File: config.mk
export PLATFORM = sky130hd
export DESIGN_NAME = crx_reduce
export DESIGN_NICKNAME = d
export VERILOG_FILES = /design/src/rtl/core/crx_pkg.sv /design/src/rtl/core/crx_reduce.sv
export SDC_FILE = /design/constraint.sdc
export NUM_CORES = 2
export LEC_CHECK = 0
export ABC_AREA = 1
export BUFFER_PORTS_ARGS = -buffer_cell sky130_fd_sc_hd__buf_4
export CAP_MARGIN = 0
export CORE_AREA = 2 2 338 340
export CTS_CLUSTER_SIZE = 16
export DETAILED_ROUTE_END_ITERATION = 10
export DIE_AREA = 0 0 340 342
export HOLD_SLACK_MARGIN = 0.08
export PLACE_DENSITY_LB_ADDON = 0.15
export SETUP_SLACK_MARGIN = 0.3
export SLEW_MARGIN = 20
export SYNTH_ARGS = -nofsm -noshare
export SYNTH_HDL_FRONTEND = slang
export SYNTH_SLANG_ARGS = --single-unit
File: constraint.sdc
create_clock -name clk_i -period 19.4 [get_ports clk_i]
set_clock_uncertainty 0.15 [all_clocks]
set_input_delay 2.91 -clock clk_i [delete_from_list [all_inputs] [get_ports clk_i]]
set_output_delay 2.91 -clock clk_i [all_outputs]
set_load 0.02 [all_outputs]
File: src/rtl/core/crx_pkg.sv
`default_nettype none

package crx_pkg;

  // Number of element lanes and the largest element count the block honors.
  localparam int NUM_ELEM     = 4;
  localparam int MAX_ELEMENTS = 4;
  localparam int NUM_PERMS    = 24;

  // Divider pipeline: quotient bits resolved per stage and stage count.
  localparam int QUO_W              = 32;
  localparam int DIV_BITS_PER_STAGE = 4;
  localparam int DIV_STAGES         = QUO_W / DIV_BITS_PER_STAGE;

  // One adjustment step: product stage, divider stages, compare stage.
  localparam int STEP_LAT = DIV_STAGES + 2;
  localparam int NUM_STEPS = NUM_ELEM - 1;

  // Weight delay line length, and total latency from start to strobe.
  localparam int W_DLY = NUM_STEPS * STEP_LAT - 1;
  localparam int RED_LAT = 3;
  localparam int LAT = 2 + NUM_STEPS * STEP_LAT + RED_LAT;

  localparam int CFG_W = 48;

  typedef logic [15:0] q16_t;
  typedef logic [31:0] wt_t;
  typedef logic [33:0] sum_t;
  typedef logic [1:0]  elem_idx_t;

  typedef q16_t [NUM_ELEM-1:0] q16vec_t;
  typedef wt_t  [NUM_ELEM-1:0] wvec_t;

  // Input word: one pixel's intensities.
  typedef struct packed {
    q16_t intensity_a;
    q16_t intensity_b;
    q16_t intensity_c;
    q16_t intensity_d;
  } item_t;

  // Output word.
  typedef struct packed {
    sum_t compound_value;
    logic any_valid;
  } result_t;

  // State of one ordering as it moves from step to step.
  typedef struct packed {
    wt_t  adj;
    sum_t sum;
    logic fail;
  } lane_t;

  // Configuration register indexes.
  typedef enum logic [2:0] {
    CFG_COUNT = 3'd0,
    CFG_COEF0 = 3'd1,
    CFG_COEF1 = 3'd2,
    CFG_COEF2 = 3'd3,
    CFG_COEF3 = 3'd4
  } cfg_idx_e;

  // All orderings of four elements; element j of an ordering sits at bits 2j+1:2j.
  localparam logic [7:0] PERMS [NUM_PERMS] = '{
    8'b11100100, 8'b10110100, 8'b11011000, 8'b01111000,
    8'b10011100, 8'b01101100, 8'b11100001, 8'b10110001,
    8'b11001001, 8'b00111001, 8'b10001101, 8'b00101101,
    8'b11010010, 8'b01110010, 8'b11000110, 8'b00110110,
    8'b01001110, 8'b00011110, 8'b10010011, 8'b01100011,
    8'b10000111, 8'b00100111, 8'b01001011, 8'b00011011
  };

endpackage

`default_nettype wire

File: src/rtl/core/crx_reduce.sv
`default_nettype none

module crx_reduce (
  input  wire logic                           clk_i,
  input  wire crx_pkg::sum_t                  sum_i [crx_pkg::NUM_PERMS],
  input  wire logic [crx_pkg::NUM_PERMS-1:0]  ok_i,
  output crx_pkg::result_t                    res_o
);
  import crx_pkg::*;

  localparam int G1 = NUM_PERMS / 4;
  localparam int G2 = G1 / 3;

  sum_t       best1_q [G1];
  logic [G1-1:0] any1_q;
  sum_t       best2_q [G2];
  logic [G2-1:0] any2_q;
  result_t    res_q;

  // Groups of four orderings; an ordering that failed counts as zero.
  always_ff @(posedge clk_i) begin
    for (int g = 0; g < G1; g++) begin
      sum_t b;
      logic a;
      b = '0;
      a = 1'b0;
      for (int i = 0; i < 4; i++) begin
        if (ok_i[4*g+i]) begin
          a = 1'b1;
          if (sum_i[4*g+i] > b) begin
            b = sum_i[4*g+i];
          end
        end
      end
      best1_q[g] <= b;
      any1_q[g]  <= a;
    end
  end

  // Groups of three partial maxima.
  always_ff @(posedge clk_i) begin
    for (int g = 0; g < G2; g++) begin
      sum_t b;
      b = '0;
      for (int i = 0; i < 3; i++) begin
        if (best1_q[3*g+i] > b) begin
          b = best1_q[3*g+i];
        end
      end
      best2_q[g] <= b;
      any2_q[g]  <= |any1_q[3*g +: 3];
    end
  end

  // Final maximum into the output register.
  always_ff @(posedge clk_i) begin
    res_q.compound_value <= (best2_q[1] > best2_q[0]) ? best2_q[1] : best2_q[0];
    res_q.any_valid      <= |any2_q;
  end

  assign res_o = res_q;

endmodule

`default_nettype wire

==> impl_metrics.ini <==
[sta]
setup_violations = 0
tightest_slew_ns = 1.06
relSlewSlack = 0.288
fin_crit_sh = 0.573
fin_setup_tns_ns = 0
fmax_mhz = 90.0
layout_setup_ws_ns = 8.29
rsz0062_at_grt = false
layout_min_cycle_time_ns = 11.11
slew_viol_final = 0
finalHoldViolCount = 0
holdWs_ns = 0.263

[routing]
wl_met1_um = 64200
vias = 38500
ant_nets = 0
vias_per_cell = 4.89
dr.max_layer_used = met5
dr_wl_met3_um = 7920
route.met2.wl_um = 68300
drc = 0
drt_first_pass_iters = 8
wl_um = 143000
drt_iter0_drc = 1855
route.detailed.wl_per_inst_um = 18.2

[placement]
dp_hpwl_um = 126000
dp_slack_ns = 7.80
placed_cell_area_mm2 = 0.0439
place.gp.congestion = 0.927
numPortBuffers = 875

[power]
switchingPower_uw = 2110
vdd_drop_max_uv = 94.8
clkPwrFrac = 0.173
powerDensity_mw_per_mm2 = 96.4
power.internal_uw = 2250
power_frac_seq = 0.250
netSwitchingFraction = 0.483
combPwrFrac = 0.576
static-leakage-power_uw = 0.0250

[hold_path]
min_path_cells = 1
min_to = res_o[0]$_DFF_P_
min-delay-path-class = reg2reg
min_from = any2_q[0]$_DFF_P_

[cts]
cts_inserted_buffers = 40
clock-root-buffer = clkbuf_16
clock-sinks = 315
cts-resized-gates = 0
cts_tree = yes
insertion_delay_ns = 0.58
postCtsSetupRepairBufs = 0
cts_hold_buf = 0
clk_pin_slew_ns = 0.06
cts_max_level = 2
clockBufferDepth = 3

[setup_path]
max_stage_delay_ns = 0.85
worstSetupPathType = in2reg
cp_slowest_cell = clkinv_1
rrSetupSlack_ns = 12.98
r2r-end = best2_q[0][67]$_DFF_P_
regToRegStartpoint = best1_q[4][5]$_DFF_P_
cp.required_ns = 19.71
cp.arrival_ns = 11.42
critPathMaxFanout = 37
worst-r2r-cell-count = 28
critPathCaptureType = register
cp_common_cell = nand2_1
worstSetupStartpointType = primary input

[synth]
synth_seq_cells = 315
ys_types = 54
synth_area_leaders = ha_1 (27%), nand2_1 (19%), dfxtp_1 (17%)
yosys_warnings = 0
synth_ff_type = dfxtp_1
synth_area_leader_cell = ha_1
syn_inst = 5568
syn_area_mm2 = 0.0361
postSynthAreaPerCell_um2 = 6.48
syn_nets = 7185
yosysSeqAreaShare = 0.175
synth_edf_count = 0
synth_top_area_share = 0.269
async_flop_share = 0

[global_routing]
grt_pass1_vias = 37600
overflow = 0
grt_max_degree = 68
grtUsageTotal = 0.236
antenna_found_initial = 18
grt_pass1_wl_um = 214000

[floorplanning]
die_w_um = 340
io_pins = 876
die-height_um = 342
dieArea_mm2 = 0.116
coreArea_mm2 = 0.113
fp-row-count = 124
start_util = 0.319

[cells_and_area]
syn_to_final_growth_pct = 25.4
layout-drive-gt1-share = 0.169
design_area_mm2 = 0.0452
final_util = 0.400
layout_commonest_cell = nand2_1
layout_common_cells = nand2_1 (1,793), buf_4 (894), ha_1 (776)
fin_nets = 7927

[job]
maxCapViolCount = 0

[outcome]
status = complete, no violations
## power by group through the flow
stage	Sequential (uW)	Combinational (uW)	Clock (uW)
after CTS	1100	2540	777
after global routing	1110	2900	799
final	1090	2510	756
after floorplan	1040	1610	0
after global placement	1110	2490	0
after detailed placement	1110	2520	0
## synthesized netlist by cell type (all sizes together) (4+ instances only)
master and instances:
a211oi 25, or2 35, nand3b 39, a41oi 4
nor4 12, nand4 100, o21bai 11, o311ai 4
and2 42, nand3 469, ha 776, clkbuf 148
o2111ai 8, a31oi 9, a221oi 6, nor3 40
clkinv 5, buf 46, o221ai 10, a2111oi 5
dfxtp 315, o21ai 465, nor2 175, a21oi 321
a21o 16, o21a 10, nand2 1843, inv 590
o41ai 5, o211ai 13
## area by class of cell
type / count / area (um^2)
Tap cell: 1512 / 1890
Timing Repair Buffer: 894 / 6710
Fill cell: 12200 / 67900
Sequential cell: 315 / 6310
Antenna cell: 18 / 45.0
Inverter: 595 / 2230
Clock buffer: 54 / 1110
Clock inverter: 18 / 226
Multi-Input combinational cell: 4464 / 26700
## registers in the layout, indices dropped and copies added, names as in the netlist
register,flops
any2_q,2
any1_q,6
res_o,35
best2_q,68
best1_q,204
## per-stage QoR
stage	power, uW	instances
final	4360	7870
after global routing	4810	7868
after CTS	4410	7852
after detailed placement	3630	7780
after global placement	3600	7780
after floorplan	2650	5568
## layer usage
metal  global-route usage  vias up
li1                     -    20200
met1                0.304    17200
met4               0.0511        2
met3               0.0378      121
met2                0.412      961
met5                    0        -
## critical path: cells and delay by family
kind	cells	cell delay (ns)
AOI/OAI and AO/OA	14	2.43
adders and majority gates	3	0.87
buffers and inverters	4	1.96
and+or+nand+nor	16	3.19
## worst max path at each step
stage,start,endpoint,slack [ns],depth (start not counted)
floorplan,ok_i[4],best1_q[1][10]$_DFF_P_,10.26,41
global placement,ok_i[0],best1_q[0][32]$_DFF_P_,7.75,37
detailed placement,ok_i[0],best1_q[0][32]$_DFF_P_,7.80,37
CTS,ok_i[0],best1_q[0][32]$_DFF_P_,8.37,37
global route,ok_i[20],best1_q[5][1]$_DFF_P_,7.33,39
finish,ok_i[20],best1_q[5][24]$_DFF_P_,8.29,37
## cell families (layout without fill, tap and decap cells)
kind of cell / count (synthesis) / in the layout / synth area share
AOI/OAI and AO/OA: 921 / 921 / 0.140
other: 0 / 18 / 0
adders and majority gates: 776 / 776 / 0.269
DFF: 315 / 315 / 0.175
and+or+nand+nor: 2767 / 2767 / 0.330
buffers and inverters: 789 / 1561 / 0.0856
Note: power is estimated with default switching activity, not from simulation.
