--- config.mk ---
export PLATFORM = sky130hd
export DESIGN_NAME = crx_step
export DESIGN_NICKNAME = d
export VERILOG_FILES = /design/src/rtl/core/crx_pkg.sv /design/src/rtl/core/crx_step.sv
export SDC_FILE = /design/constraint.sdc
export NUM_CORES = 2
export LEC_CHECK = 0
export BUFFER_PORTS_ARGS = -buffer_cell sky130_fd_sc_hd__buf_4
export CELL_PAD_IN_SITES_DETAIL_PLACEMENT = 1
export CELL_PAD_IN_SITES_GLOBAL_PLACEMENT = 1
export CORE_UTILIZATION = 54
export DETAILED_ROUTE_END_ITERATION = 10
export PLACE_DENSITY = 0.88
export SLEW_MARGIN = 20
export SYNTH_ARGS = -nofsm -noshare
export SYNTH_HDL_FRONTEND = slang
export SYNTH_SLANG_ARGS = --single-unit
export TNS_END_PERCENT = 5
--- constraint.sdc ---
create_clock -name clk_i -period 20.2 [get_ports clk_i]
set_input_delay 2.02 -clock clk_i [delete_from_list [all_inputs] [get_ports clk_i]]
set_output_delay 2.02 -clock clk_i [all_outputs]
set_load 0.05 [all_outputs]
--- src/rtl/core/crx_pkg.sv ---
`default_nettype none

package crx_pkg;

  // Number of element lanes and the largest element count the block honors.
  localparam int NUM_ELEM     = 4;
  localparam int MAX_ELEMENTS = 4;
  localparam int NUM_PERMS    = 24;

  // Divider pipeline: quotient bits resolved per stage and stage count.
  localparam int QUO_W              = 32;
  localparam int DIV_BITS_PER_STAGE = 4;
  localparam int DIV_STAGES         = QUO_W / DIV_BITS_PER_STAGE;

  // One adjustment step: product stage, divider stages, compare stage.
  localparam int STEP_LAT = DIV_STAGES + 2;
  localparam int NUM_STEPS = NUM_ELEM - 1;

  // Weight delay line length, and total latency from start to strobe.
  localparam int W_DLY = NUM_STEPS * STEP_LAT - 1;
  localparam int RED_LAT = 3;
  localparam int LAT = 2 + NUM_STEPS * STEP_LAT + RED_LAT;

  localparam int CFG_W = 48;

  typedef logic [15:0] q16_t;
  typedef logic [31:0] wt_t;
  typedef logic [33:0] sum_t;
  typedef logic [1:0]  elem_idx_t;

  typedef q16_t [NUM_ELEM-1:0] q16vec_t;
  typedef wt_t  [NUM_ELEM-1:0] wvec_t;

  // Input word: one pixel's intensities.
  typedef struct packed {
    q16_t intensity_a;
    q16_t intensity_b;
    q16_t intensity_c;
    q16_t intensity_d;
  } item_t;

  // Output word.
  typedef struct packed {
    sum_t compound_value;
    logic any_valid;
  } result_t;

  // State of one ordering as it moves from step to step.
  typedef struct packed {
    wt_t  adj;
    sum_t sum;
    logic fail;
  } lane_t;

  // Configuration register indexes.
  typedef enum logic [2:0] {
    CFG_COUNT = 3'd0,
    CFG_COEF0 = 3'd1,
    CFG_COEF1 = 3'd2,
    CFG_COEF2 = 3'd3,
    CFG_COEF3 = 3'd4
  } cfg_idx_e;

  // All orderings of four elements; element j of an ordering sits at bits 2j+1:2j.
  localparam logic [7:0] PERMS [NUM_PERMS] = '{
    8'b11100100, 8'b10110100, 8'b11011000, 8'b01111000,
    8'b10011100, 8'b01101100, 8'b11100001, 8'b10110001,
    8'b11001001, 8'b00111001, 8'b10001101, 8'b00101101,
    8'b11010010, 8'b01110010, 8'b11000110, 8'b00110110,
    8'b01001110, 8'b00011110, 8'b10010011, 8'b01100011,
    8'b10000111, 8'b00100111, 8'b01001011, 8'b00011011
  };

endpackage

`default_nettype wire

--- src/rtl/core/crx_step.sv ---
`default_nettype none

module crx_step (
  input  wire logic           clk_i,
  input  wire crx_pkg::lane_t lane_i,
  input  wire crx_pkg::q16_t  perc_prev_i,
  input  wire crx_pkg::q16_t  perc_this_i,
  input  wire crx_pkg::wt_t   w_this_i,
  input  wire logic           active_i,
  output crx_pkg::lane_t      lane_o
);
  import crx_pkg::*;

  typedef struct packed {
    q16_t rem;
    wt_t  num;
    q16_t dvs;
    sum_t sum;
    logic fail;
    logic ovf;
    logic active;
  } div_t;

  logic [47:0] prod_q;
  q16_t        dvs_q;
  sum_t        sum_m_q;
  logic        fail_m_q;
  logic        active_m_q;
  div_t        div_q [DIV_STAGES];
  div_t        div_init;
  lane_t       lane_q;

  // A few restoring division steps; the quotient shifts into num.
  function automatic div_t div_steps(div_t s);
    div_t        r;
    logic [16:0] t;
    r = s;
    for (int i = 0; i < DIV_BITS_PER_STAGE; i++) begin
      t = {r.rem, r.num[QUO_W-1]};
      if (t >= {1'b0, r.dvs}) begin
        r.rem = 16'(t - {1'b0, r.dvs});
        r.num = {r.num[QUO_W-2:0], 1'b1};
      end else begin
        r.rem = t[15:0];
        r.num = {r.num[QUO_W-2:0], 1'b0};
      end
    end
    return r;
  endfunction

  // Scale the previous adjusted value by this element's percentage.
  always_ff @(posedge clk_i) begin
    prod_q     <= 48'(lane_i.adj) * 48'(perc_this_i);
    dvs_q      <= perc_prev_i;
    sum_m_q    <= lane_i.sum;
    fail_m_q   <= lane_i.fail | (active_i & (perc_prev_i == '0));
    active_m_q <= active_i;
  end

  // A high half at or above the divisor means a quotient beyond any weight.
  always_comb begin
    div_init.rem    = prod_q[47:32];
    div_init.num    = prod_q[31:0];
    div_init.dvs    = dvs_q;
    div_init.sum    = sum_m_q;
    div_init.fail   = fail_m_q;
    div_init.ovf    = (prod_q[47:32] >= dvs_q);
    div_init.active = active_m_q;
  end

  // Divider pipeline.
  always_ff @(posedge clk_i) begin
    div_q[0] <= div_steps(div_init);
    for (int s = 1; s < DIV_STAGES; s++) begin
      div_q[s] <= div_steps(div_q[s-1]);
    end
  end

  // Check against the weight and accumulate; four weights never exceed 34 bits.
  always_ff @(posedge clk_i) begin
    lane_q.adj  <= div_q[DIV_STAGES-1].num;
    lane_q.fail <= div_q[DIV_STAGES-1].fail |
                   (div_q[DIV_STAGES-1].active &
                    (div_q[DIV_STAGES-1].ovf | (div_q[DIV_STAGES-1].num > w_this_i)));
    lane_q.sum  <= div_q[DIV_STAGES-1].active ?
                   div_q[DIV_STAGES-1].sum + {2'b00, div_q[DIV_STAGES-1].num} :
                   div_q[DIV_STAGES-1].sum;
  end

  assign lane_o = lane_q;

endmodule

`default_nettype wire

==> impl_metrics.ini <==
[outcome]
status = completed

[clocking]
numClockSinks = 943
cts_tree = built
ctsLongestPathBuffers = 3
cts_buffers = 98
cts_root_buf = clkbuf_16
postCtsSetupBuffers = 0
post_cts_resized = 0
path_clk_slew_ps = 70
htreeDepth = 3
cts_hold_buffers = 0
clock_latency_ps = 770

[sta]
rsz0062_at_grt = false
setup_viol = 0
fin_crit_sh = 0.669
drv_slew = 0
max-slew-margin-rel = 0.260
tns_ps = 0
min_period_ps = 13510
setup_slack_ps = 6690
worst_slew_pin_slew_ps = 1110
hold_violations = 0
fmax_ghz = 0.0740
finClkSkew_ps = 97.6

[synth]
synth_top_cell_area_share = 0.285
syn-num-nets = 8385
ys_types = 110
synth_edf_count = 0
async_flop_share = 0
synth_seq_cells = 943
synth_common_cells = 943 x dfxtp_1, 805 x inv_1, 712 x ha_1
synth-seq-area-share = 0.285
synth.most_common_cell = dfxtp_1
syn_area_per_cell_sq_um = 9.34
syn_inst = 7090
yosysTopAreaCell = dfxtp_1
yosys_warnings = 0
synth-main-ff-cell = dfxtp_1
synth_area_leaders = dfxtp_1 29%, fa_1 14%, ha_1 13%
syn_area_sq_um = 66200

[worst_setup_path]
critPathKind = reg2reg
critPathMaxFanout = 17
required_ps = 20780
path_common_cell = o21ai_0
max_stage_delay_ps = 640
crit_arrival_ps = 14090
end_kind = flop
cp_slowest_cell = mux2i_4
cp_num_buf_inv = 4
cp-start-kind = flop
cp_top_family = compound AO/OA/AOI/OAI gates

[grt]
grt_pass1_vias = 59600
grt_overflow = 0
antenna_found_initial = 17
grt_pass1_wl_mm = 335
grt_max_degree = 41
grt_usage = 0.339

[placed_design]
placed_area_sq_um = 69200
dp_hpwl_mm = 156
place.port_buffers = 199
pre_cts_slack_ps = 7510
gp_congestion = 0.956

[floorplan]
io_pins = 200
die_h_microns = 352
die_w_microns = 352
core_sq_um = 122000
start_util = 0.544
design.die.area_sq_um = 124000
fp-row-count = 128

[routing]
first_pass_iters = 5
wl_mm = 213
drc_errors = 0
vias = 54100
vias_per_cell = 6.04
drt_iter0_markers = 3248
wire_per_inst_microns = 23.8
final_antenna_net_count = 0

[final_layout]
drive_gt1_frac = 0.103
design_area_sq_um = 72700
syn2layout_area_growth_pct = 9.87
nNetsFinal = 8544
fill_cells = 13700

[job]
max_cap_violations = 0

[worst_hold_path]
hold_path.class = reg2reg
-- sequential cells by signal, indices dropped and copies added (netlist names) --
| register | flops |
|---|---|
| dvs_q | 16 |
| active_m_q | 1 |
| div_q | 776 |
| fail_m_q | 1 |
| prod_q | 48 |
| lane_o | 67 |
| sum_m_q | 34 |
-- routing by layer --
| metal | track usage | share of wire | vias up |
|---|---|---|---|
| li1 | - | - | 24600 |
| met1 | 0.405 | 0.40 | 26900 |
| met2 | 0.589 | 0.49 | 1898 |
| met3 | 0.0526 | 0.055 | 672 |
| met4 | 0.173 | 0.053 | 20 |
| met5 | 0 | 0.00061 | - |
-- area by class of cell --
class	instances	area (sq um)	share of cell area
flip-flops and latches	943	18900	0.260
inverters	811	3040	0.0418
well taps	1625	2030	0.0279
multi-input cells	5180	43700	0.600
repair buffers	215	1610	0.0222
clock buffers	128	2760	0.0379
diodes	3	7.51	0.000103
clock inverters	50	756	0.0104
-- placed cells by master, fill, tap and decap left out, drive strengths merged, types with 171 or more instances in the layout --
cell / count
and2: 171
nand2: 695
mux2: 292
a21oi: 409
fa: 450
dfxtp: 943
inv: 819
nor2: 314
buf: 215
o21ai: 293
ha: 712
xnor2: 280
a21o: 196
-- worst register-to-register path: cells and delay by family, from the launching register on --
| kind | cells | cell delay (ps) |
|---|---|---|
| adders and majority gates | 4 | 1160 |
| muxes | 4 | 1930 |
| buffers and inverters | 4 | 740 |
| AOI/OAI and AO/OA | 26 | 7200 |
| and+or+nand+nor | 7 | 1820 |
| DFF | 1 | 500 |
-- kinds of logic (layout without fill, tap and decap cells) --
| group | count (synthesis) | count (layout) | share of synthesized area |
|---|---|---|---|
| adder cells (fa/ha/maj) | 1162 | 1162 | 0.271 |
| other | 0 | 3 | 0 |
| multiplexers | 343 | 343 | 0.0580 |
| AO/OA/AOI/OAI | 1436 | 1436 | 0.143 |
| XOR/XNOR | 419 | 419 | 0.0554 |
| buffers and inverters | 967 | 1204 | 0.0559 |
| AND/OR/NAND/NOR | 1820 | 1820 | 0.132 |
| flip-flops | 943 | 943 | 0.285 |
-- final timing paths --
kind / start / endpoint / slack (ps) / depth (start not counted)
setup / recovery: div_q[0][240] / div_q[0][393] / 6690 / 45
hold / removal: div_q[1][53] / div_q[1][158] / 270 / 0
setup reg to reg: div_q[0][240] / div_q[0][393] / 6690 / 45
hold reg to reg: div_q[1][53] / div_q[1][158] / 270 / 0
-- metrics by stage --
stage	util	hold slack [ps]	instances
after floorplan	-	310	7090
after global placement	0.569	310	8774
after detailed placement	0.569	313	8774
after CTS	0.598	268	8952
after global routing	0.598	275	8952
final	0.598	268	8955
Power is not shown: default switching activity piles up to over one toggle a cycle in this logic, so the estimate is an artifact.
